===== src/sv/pulp_pkg.sv =====
// Types, constants and helpers for the prefixed unsigned literal parser.
package pulp_pkg;

    localparam int VALUE_WIDTH_DEF = 32;
    localparam int CHAR_W          = 8;
    localparam int OUT_W           = 32;
    localparam int DIGIT_W         = 6;

    // Character codes
    localparam logic [CHAR_W-1:0] CH_NUL  = 8'h00;
    localparam logic [CHAR_W-1:0] CH_ZERO = 8'h30;
    localparam logic [CHAR_W-1:0] CH_NINE = 8'h39;
    localparam logic [CHAR_W-1:0] CH_UA   = 8'h41;
    localparam logic [CHAR_W-1:0] CH_UZ   = 8'h5A;
    localparam logic [CHAR_W-1:0] CH_LA   = 8'h61;
    localparam logic [CHAR_W-1:0] CH_LZ   = 8'h7A;
    localparam logic [CHAR_W-1:0] CH_X    = 8'h78;
    localparam logic [CHAR_W-1:0] CH_B    = 8'h62;
    localparam logic [CHAR_W-1:0] CH_D    = 8'h64;

    localparam logic [DIGIT_W-1:0] DIGIT_NONE = 6'd36;

    typedef enum logic [1:0] {
        PH_FIRST  = 2'd0,   // expecting first character
        PH_PREFIX = 2'd1,   // leading zero seen, prefix letter pending
        PH_DIGITS = 2'd2    // reading digits
    } phase_t;

    typedef enum logic [1:0] {
        RDX_2  = 2'd0,
        RDX_10 = 2'd1,
        RDX_16 = 2'd2
    } radix_t;

    // Parser control state
    typedef struct packed {
        phase_t phase;
        radix_t radix;
        logic   bad;
    } ctl_t;

    // Per-beat result of the step logic
    typedef struct packed {
        logic emit;
        logic status;
    } res_t;

    localparam ctl_t CTL_RESET = '{phase: PH_FIRST, radix: RDX_10, bad: 1'b0};

    // Numeric base for a radix code
    function automatic logic [DIGIT_W-1:0] radix_val(input radix_t r);
        logic [DIGIT_W-1:0] v;
        unique case (r)
            RDX_2:   v = 6'd2;
            RDX_16:  v = 6'd16;
            default: v = 6'd10;
        endcase
        return v;
    endfunction

    // Digit value 0..35, or DIGIT_NONE for a non-digit
    function automatic logic [DIGIT_W-1:0] digit_of(input logic [CHAR_W-1:0] c);
        logic [DIGIT_W-1:0] d;
        priority if (c >= CH_ZERO && c <= CH_NINE)
            d = DIGIT_W'(c - CH_ZERO);
        else if (c >= CH_UA && c <= CH_UZ)
            d = DIGIT_W'(c - CH_UA) + 6'd10;
        else if (c >= CH_LA && c <= CH_LZ)
            d = DIGIT_W'(c - CH_LA) + 6'd10;
        else
            d = DIGIT_NONE;
        return d;
    endfunction

endpackage


===== src/sv/pulp_step.sv =====
// Combinational next-state logic for one character of the literal.
module pulp_step
    import pulp_pkg::*;
#(
    parameter int VALUE_WIDTH = VALUE_WIDTH_DEF
)
(
    input  logic [CHAR_W-1:0]      char_code,
    input  ctl_t                   ctl,
    input  logic [VALUE_WIDTH-1:0] acc,
    output ctl_t                   ctl_next,
    output logic [VALUE_WIDTH-1:0] acc_next,
    output res_t                   res
);

    logic [DIGIT_W-1:0] digit;
    logic               take;

    // Constant-base multiply as shifts and adds; wraps at VALUE_WIDTH
    function automatic logic [VALUE_WIDTH-1:0] scale(input logic [VALUE_WIDTH-1:0] a,
                                                     input radix_t r);
        logic [VALUE_WIDTH-1:0] s;
        unique case (r)
            RDX_2:   s = a << 1;
            RDX_16:  s = a << 4;
            default: s = (a << 3) + (a << 1);
        endcase
        return s;
    endfunction

    assign digit = digit_of(char_code);

    always_comb
    begin
        ctl_next   = ctl;
        acc_next   = acc;
        take       = 1'b0;
        res.emit   = 1'b0;
        res.status = 1'b0;

        if (char_code == CH_NUL)
        begin
            // terminator: report and return to the idle state
            res.emit   = 1'b1;
            res.status = ctl.bad || (ctl.phase == PH_FIRST);
            ctl_next   = CTL_RESET;
            acc_next   = '0;
        end
        else
        begin
            unique case (ctl.phase)
                PH_FIRST:
                begin
                    ctl_next.radix = RDX_10;
                    acc_next       = '0;
                    if (char_code == CH_ZERO)
                    begin
                        ctl_next.phase = PH_PREFIX;
                    end
                    else
                    begin
                        ctl_next.phase = PH_DIGITS;
                        take           = 1'b1;
                    end
                end
                PH_PREFIX:
                begin
                    ctl_next.phase = PH_DIGITS;
                    priority if (char_code >= CH_ZERO && char_code <= CH_NINE)
                    begin
                        ctl_next.radix = RDX_10;
                        take           = 1'b1;
                    end
                    else if (char_code == CH_X)
                        ctl_next.radix = RDX_16;
                    else if (char_code == CH_B)
                        ctl_next.radix = RDX_2;
                    else if (char_code == CH_D)
                        ctl_next.radix = RDX_10;
                    else
                        ctl_next.bad = 1'b1;
                end
                default:
                begin
                    // digits phase; the unused code behaves the same
                    take = 1'b1;
                end
            endcase

            // fold in a digit unless an error is already latched
            if (take && !ctl.bad)
            begin
                if (digit >= radix_val(ctl_next.radix))
                    ctl_next.bad = 1'b1;
                else
                    acc_next = scale(acc_next, ctl_next.radix) + VALUE_WIDTH'(digit);
            end
        end
    end

endmodule


===== src/sv/prefixed_uint_literal_parser.sv =====
// Streaming parser for prefixed unsigned integer literals, one character per beat.
//
//  channel  | dir | tdata            | tuser
//  ---------+-----+------------------+-------------
//  s_axis   | in  | [7:0] char_code  | -
//  m_axis   | out | [31:0] value     | [0] status
//
// One character beat per cycle unless a downstream stall holds input; the step
// is a single constant-base shift-add and range check between the input register
// and the state/result registers; a terminator's result is stored as it advances.
// Reset returns the parser to the start of a literal with no result pending.
// A downstream stall holds input only while a terminator waits for the result slot.
module prefixed_uint_literal_parser
    import pulp_pkg::*;
#(
    parameter int VALUE_WIDTH = VALUE_WIDTH_DEF
)
(
    input  logic              clk,
    input  logic              rst_n,
    input  logic              s_axis_tvalid,
    output logic              s_axis_tready,
    input  logic [CHAR_W-1:0] s_axis_tdata,   // [7:0] char_code
    output logic              m_axis_tvalid,
    input  logic              m_axis_tready,
    output logic [OUT_W-1:0]  m_axis_tdata,   // [31:0] value
    output logic [0:0]        m_axis_tuser    // [0] status
);

    logic                   in_valid_reg;
    logic                   in_valid_next;
    logic [CHAR_W-1:0]      in_char_reg;
    ctl_t                   ctl_reg;
    ctl_t                   ctl_next;
    logic [VALUE_WIDTH-1:0] acc_reg;
    logic [VALUE_WIDTH-1:0] acc_next;
    logic                   out_valid_reg;
    logic [OUT_W-1:0]       out_value_reg;
    logic                   out_status_reg;
    res_t                   res;
    logic                   advance;
    logic                   s_accept;
    logic [63:0]            acc_wide;

    pulp_step #(
        .VALUE_WIDTH (VALUE_WIDTH)
    ) u_step (
        .char_code (in_char_reg),
        .ctl       (ctl_reg),
        .acc       (acc_reg),
        .ctl_next  (ctl_next),
        .acc_next  (acc_next),
        .res       (res)
    );

    // Handshake: held beat moves on unless its result has nowhere to go
    assign advance       = in_valid_reg && (!res.emit || !out_valid_reg || m_axis_tready);
    assign s_axis_tready = !in_valid_reg || advance;
    assign s_accept      = s_axis_tvalid && s_axis_tready;
    assign in_valid_next = s_accept || (in_valid_reg && !advance);

    // Reported value: low 32 bits of the accumulator, zero-extended if narrower
    assign acc_wide = 64'(acc_reg);

    // Input register
    always_ff @(posedge clk or negedge rst_n)
    begin
        if (!rst_n)
            in_valid_reg <= 1'b0;
        else
            in_valid_reg <= in_valid_next;
    end

    always_ff @(posedge clk)
    begin
        if (s_accept)
            in_char_reg <= s_axis_tdata;
    end

    // Parser state
    always_ff @(posedge clk or negedge rst_n)
    begin
        if (!rst_n)
        begin
            ctl_reg <= CTL_RESET;
            acc_reg <= '0;
        end
        else if (advance)
        begin
            ctl_reg <= ctl_next;
            acc_reg <= acc_next;
        end
    end

    // Result register
    always_ff @(posedge clk or negedge rst_n)
    begin
        if (!rst_n)
            out_valid_reg <= 1'b0;
        else if (advance && res.emit)
            out_valid_reg <= 1'b1;
        else if (m_axis_tready)
            out_valid_reg <= 1'b0;
    end

    always_ff @(posedge clk)
    begin
        if (advance && res.emit)
        begin
            out_status_reg <= res.status;
            out_value_reg  <= res.status ? '0 : acc_wide[OUT_W-1:0];
        end
    end

    assign m_axis_tvalid   = out_valid_reg;
    assign m_axis_tdata    = out_value_reg;
    assign m_axis_tuser[0] = out_status_reg;

endmodule


===== config.mk =====
export PLATFORM = sky130hd
export DESIGN_NAME = prefixed_uint_literal_parser
export DESIGN_NICKNAME = d
export VERILOG_FILES = /design/src/sv/pulp_pkg.sv /design/src/sv/pulp_step.sv /design/src/sv/prefixed_uint_literal_parser.sv
export SDC_FILE = /design/constraint.sdc
export NUM_CORES = 1
export LEC_CHECK = 0
export BUFFER_PORTS_ARGS = -buffer_cell sky130_fd_sc_hd__clkbuf_2
export CAP_MARGIN = 20
export CORE_MARGIN = 5
export CORE_UTILIZATION = 30
export CTS_BUF_LIST = sky130_fd_sc_hd__clkbuf_8
export CTS_CLUSTER_DIAMETER = 200
export DETAILED_ROUTE_END_ITERATION = 12
export PLACE_DENSITY = 0.5
export SLEW_MARGIN = 0
export SYNTH_ARGS = -nofsm -noshare
export SYNTH_HDL_FRONTEND = slang
export SYNTH_SLANG_ARGS = --single-unit

===== constraint.sdc =====
create_clock -name clk -period 4.87 [get_ports clk]
set_clock_uncertainty 0.15 [all_clocks]
set_input_delay 1.2175 -clock clk [delete_from_list [all_inputs] [get_ports clk]]
set_output_delay 1.2175 -clock clk [all_outputs]
set_load 0.005 [all_outputs]

After elaboration in Yosys (flattened, before gate mapping). Cells that the tools add are included.

Register bits: 80. Latch bits: 0. Bits in writable memories: 0. Bits in read-only memories: 0. Output and inout bits: 35. Logic and storage cells: 90. Memories kept: 0.

Add/subtract/negate cells: 7. $mul: 0. Divide/modulo/power cells: 0. Magnitude comparators: 7. Equal/unequal tests: 6. Shift operators: 0. Multiplexer cells: 37. Bitwise operators: 0. Reduce and logical (&&, ||, !) cells: 24.

Operators with widths (count): 32-bit 2-to-1 mux (8); 32-bit one-hot mux with 2 select lines (1); 32-bit adder (1); 32-bit by 6-bit adder with 32-bit output (1); 6-bit 2-to-1 mux (5); 8-bit by 7-bit equality test with 1-bit output (second input constant) (3); 8-bit by 7-bit greater-or-equal comparator with 1-bit output (second input constant) (2); 8-bit by 7-bit less-or-equal comparator with 1-bit output (second input constant) (2); 6-bit by 4-bit adder with 6-bit output (second input constant) (2); 1-bit 2-to-1 mux (12); 2-bit 2-to-1 mux (6); 6-bit subtractor (second input constant) (2); 5-bit one-hot mux with 2 select lines (1); 8-bit by 6-bit equality test with 1-bit output (second input constant) (1); 8-bit by 6-bit greater-or-equal comparator with 1-bit output (second input constant) (1); 8-bit by 6-bit less-or-equal comparator with 1-bit output (second input constant) (1); 1-bit logical AND (8); 8-bit logical NOT (1); 4-bit one-hot mux with 2 select lines (1); 6-bit greater-or-equal comparator (1); 6-bit by 1-bit subtractor with 6-bit output (second input constant) (1); 1-bit logical NOT (5); 1-bit logical OR (5); 5-bit 2-to-1 mux (1); other kinds (8) (9).

Longest topological paths before layout.
Depth after elaboration: 19. Mapped depth: 21. Mapped depth without buffers: 20.

Cells and area by module. From an unflattened synthesis, not the netlist that was laid out.

Cells, all modules: 984. Area total of the unflattened synthesis: 8150.3 um2.

Modules (own cells, without submodules): pulp_step (times used 1, cells each 688, area each 4396.7 um2); prefixed_uint_literal_parser (times used 1, cells each 296, area each 3753.6 um2).

Worst setup path before layout. Ideal clock, no wire load.

Kind: reg-to-reg. Start: register ctl_reg[4] (netlist bit). End: register acc_reg[24]. Setup time: 0.090 ns. Data arrival time: 4.441 ns. Required time: 4.630 ns. Setup slack: 0.189 ns. Stages on the path, launching flop included: 21. Buffers on the path: 3. Period minus slack after synthesis: 4.681 ns. Path through: dfrtp_1 > or2_2 > clkbuf_1 > clkbuf_1 > clkbuf_1 > nand2_1 > inv_1 > ha_1 > inv_1 > fa_1 > nand2b_1 > a21oi_1 > o311a_1 > a31oi_1 > xor2_1 > a221oi_1 > and3_1 > nand4_1 > nor2_1 > mux2_2 > o221ai_1.

Cells in the longest elaborated chain, start to end: 12.

Ends and longest elaborated chain: from (decl) (line prefixed_uint_literal_parser.sv:33) `ctl_t ctl_reg;`; from (signal assigned) (line prefixed_uint_literal_parser.sv:90) `ctl_reg <= ctl_next;`; 2-bit logical NOT or 2-bit by 1-bit equality test with 1-bit output (tied branches) (line pulp_step.sv:51) `unique case (ctl.phase)`; 32-bit 2-to-1 mux or 4-bit one-hot mux with 2 select lines (tied branches) (line pulp_step.sv:51); 32-bit 2-to-1 mux or 4-bit 2-to-1 mux (tied branches) (line pulp_step.sv:41) `if (char_code == CH_NUL)`; 32-bit adder (tied with other cells) (line pulp_step.sv:26) `default: s = (a << 3) + (a << 1);`; 32-bit one-hot mux with 2 select lines (line pulp_step.sv:23) `unique case (r)`; 32-bit 2-to-1 mux (line pulp_step.sv:93) `if (digit >= radix_val(ctl_next.radix))`; 32-bit 2-to-1 mux (line pulp_step.sv:91) `if (take && !ctl.bad)`; 32-bit 2-to-1 mux (line pulp_step.sv:41); 32-bit by 6-bit adder with 32-bit output (line pulp_step.sv:96) `acc_next = scale(acc_next, ctl_next.radix) + VALUE_WIDTH'(digit);`; 32-bit 2-to-1 mux (line pulp_step.sv:93); 32-bit 2-to-1 mux * (line pulp_step.sv:91); 32-bit 2-to-1 mux * (line pulp_step.sv:41); to (signal assigned) (line prefixed_uint_literal_parser.sv:91) `acc_reg <= acc_next;`; to (decl) (line prefixed_uint_literal_parser.sv:35) `logic [VALUE_WIDTH-1:0] acc_reg;`.

Every way passes the cells marked *; elsewhere a longest branch is shown, timed or not. The select of a mux whose other input is x is not followed. A chain may end at the register's enable or synchronous reset.

Worst setup path in the final report.
Start: register ctl_reg[4] (netlist bit). End: register acc_reg[30].

The elaborated chain is that of the path after synthesis.

==> impl_metrics.yaml <==
outcome:
  status: "finished clean"
floorplan:
  initial_core_util: 0.303
  rows: 54
  num_io_pins: 47
  core_sq_mm: 0.0217
  die_width_um: 158
  dieArea_sq_mm: 0.0249
  die_h_um: 158
worst_setup_path:
  start_kind: "flop"
  cp.required_ps: 4940
  path_class: "flop to flop"
  endpoint_kind: "flop"
  crit_fanout: 16
  arrival_ps: 4720
sta:
  worst_pin_slew_ps: 621
  timing.hold.ws_ps: 330
  setup_viol: 0
  fmax_ghz: 0.215
  rsz0062_at_grt: "true"
  finalCritPeriodShare: 0.954
  relSlewSlack: 0.582
  timing.final.hold_violations: 0
  final.min_clock_period_ps: 4650
  drv_slew: 0
global_routing:
  grt_max_degree: 40
  grt_pass1_wl_um: 29000
  grt_usage: 0.142
  grt_pass1_vias: 5361
  gr-total-overflow: 0
  antenna_found_initial: 0
clock_tree:
  clkLatencyLatePin_ps: 350
  clkSinkCount: 80
  clkSlewWorstSetupHoldPaths_ps: 80
  holdBufCountCts: 0
  cts_root_buffer: "clkbuf_8"
  cts_tree: "yes"
  cts_buffers: 9
  clock_tree.htree_level_count: 3
  clockBufferDepth: 2
logic_synthesis:
  netlist_instances: 769
  yosysTopAreaCellShare: 0.188
  synth-async-reset-ratio: 0.488
  synth_area_per_cell_sq_um: 8.54
  synth-seq-cells: 80
  synth_edf_count: 41
  synth_cell_type_count: 71
  synthTopCellsByArea: "edfxtp_1 (19%), dfrtp_1 (14%), ha_1 (8.6%)"
  mappedNetlistNets: 828
  yosysTopAreaCell: "edfxtp_1"
  yosysWarnings: 0
  synth_flop_cell: "edfxtp_1"
  syn_area_sq_mm: 0.00657
  ys_seq_area_frac: 0.336
place:
  dpl-instance-area_sq_mm: 0.00720
  hpwl_um: 14100
  port_buffers: 46
  gp_congestion: 0.861
  place_inst: 1089
drt:
  wl_per_cell_um: 15.9
  drtPass1Iterations: 6
  vias: 5678
  routed_via_density: 5.12
  drtIter0Drc: 410
  drcViolationCount: 0
  wl_um: 17600
  drt.antenna.violating_nets: 0
power:
  p_leak_nw: 3.35
  peakVddDrop_uv: 134
  power_density_mw_per_mm2: 212
cells_and_area:
  fin_cells: 1108
  synthToLayoutAreaGrowth_pct: 14.0
  fillers: 2265
  drive_gt1_frac: 0.147
  num_antenna_cells: 0
  seq_area_sq_mm: 0.00221
  stdcell_area_sq_mm: 0.00749
  multi_input_area_sq_mm: 0.00407
  nets: 882
job:
  max-cap-violations: 0
min_path:
  hp-class: "flop to flop"
==> path summary, 6_finish.rpt <==
kind	startpoint	endpoint	slack, ps	cells after the start
setup reg to reg	ctl_reg[4]$_DFFE_PN0P_	acc_reg[30]$_DFFE_PN0P_	220	17
max in group asynchronous	rst_n	ctl_reg[1]$_DFFE_PN1P_	3570	2
min in group asynchronous	rst_n	acc_reg[29]$_DFFE_PN0P_	520	1
hold / removal	acc_reg[31]$_DFFE_PN0P_	acc_reg[31]$_DFFE_PN0P_	330	2
setup / recovery	ctl_reg[4]$_DFFE_PN0P_	acc_reg[30]$_DFFE_PN0P_	220	17
hold reg to reg	acc_reg[31]$_DFFE_PN0P_	acc_reg[31]$_DFFE_PN0P_	330	2
==> through the flow <==
stage / total power, W / setup TNS [ps] / utilization / worst slack (ps)
6_report: 0.00158 / 0 / 0.345 / 222
5_1_grt: 0.00168 / -200 / 0.345 / -57.8
4_1_cts: 0.00160 / 0 / 0.341 / 95.0
3_5_place_dp: 0.00111 / 0 / 0.332 / 105
3_3_place_gp: 0.00111 / 0 / 0.332 / 152
2_1_floorplan: 0.00101 / 0 / - / 189
==> placed cells by master (no fill, tap or decap), types with 7 or more instances in the layout <==
cell      instances
nand2_1          95
xor2_1           25
a21o_1           12
a21oi_1          39
a22o_1           10
nor2_1           45
clkbuf_8          9
nor3_1           20
nand4_1          13
inv_1            54
a211oi_1         11
o21ai_0          54
xnor2_1          31
o21ai_1           7
ha_1             44
nand2b_1          9
dfrtp_1          38
clkbuf_2         46
and2_1           43
buf_4            27
edfxtp_1         41
nand3_1          10
o211ai_1          8
a22oi_1           8
==> repair_timing <==
action / CTS / global route
setup endpoints to repair: 0 / 24
setup buffers: 0 / 2
resized for setup: 0 / 13
endpoints found under the hold margin: 0 / 0
==> layer usage <==
| layer | part of all wire | vias up | wire length (um) | global-route usage |
|---|---|---|---|---|
| li1 | - | 2901 | - | - |
| met1 | 0.55 | 2653 | 9670 | 0.230 |
| met2 | 0.41 | 120 | 7180 | 0.205 |
| met3 | 0.035 | 4 | 622 | 0.0112 |
| met4 | 0.0052 | 0 | 92 | 0.0288 |
| met5 | 0 | - | 0 | 0 |
==> layout make-up <==
type                    count  share of cell area
repair buffers             74              0.0605
clock inverters             7             0.00952
well taps                 280              0.0468
multi-input cells         603               0.544
flip-flops and latches     80               0.295
inverters                  55              0.0281
clock buffers               9              0.0165
==> cell families (layout without fill, tap and decap cells) <==
kind of cell	count (synthesis)	after routing	share of synthesized area
buffers and inverters	86	145	0.0526
xor gates and xnor gates	56	56	0.0747
adders and majority gates	47	47	0.0918
muxes	5	5	0.00781
AOI/OAI and AO/OA	215	215	0.222
DFF	80	80	0.336
and+or+nand+nor	280	280	0.215
==> where the power goes <==
group / leakage [nW] / switching (W) / internal [W]
Combinational: 2.35 / 0.000206 / 0.000141
Sequential: 0.906 / 0.0000247 / 0.000733
Clock: 0.0970 / 0.000244 / 0.000237
==> cells in the mapped netlist (5+ instances only) <==
cell,instances
edfxtp_1,41
clkbuf_1,24
a221oi_1,6
o211ai_1,8
a222oi_1,6
nor2b_1,6
o21ai_0,54
nand2b_1,9
inv_1,54
a21o_1,12
nand2_1,95
o21bai_1,6
o22ai_1,5
nor4_1,6
o21ai_1,7
and3_1,5
a22o_1,10
a211oi_1,14
a22oi_1,8
xnor2_1,31
or3_1,5
nand3_1,10
dfrtp_1,38
nor2_1,47
a21oi_1,40
ha_1,45
nand4_1,13
and2_1,43
nor3_1,20
xor2_1,25
==> worst max-delay path, stage by stage (launching register included) <==
cell      delay [ps]
dfrtp_1          430
or2_2            390
buf_4            200
buf_4            200
nand2_1          160
inv_1             90
ha_1             410
a21oi_1          220
o21bai_1          80
a21o_1           180
a311o_1          360
xnor2_1          160
a222oi_1         520
nand4_1          220
buf_4            220
nor4_1           290
xnor2_1          160
o21ai_1           70
(Power assumes the default switching activity.)
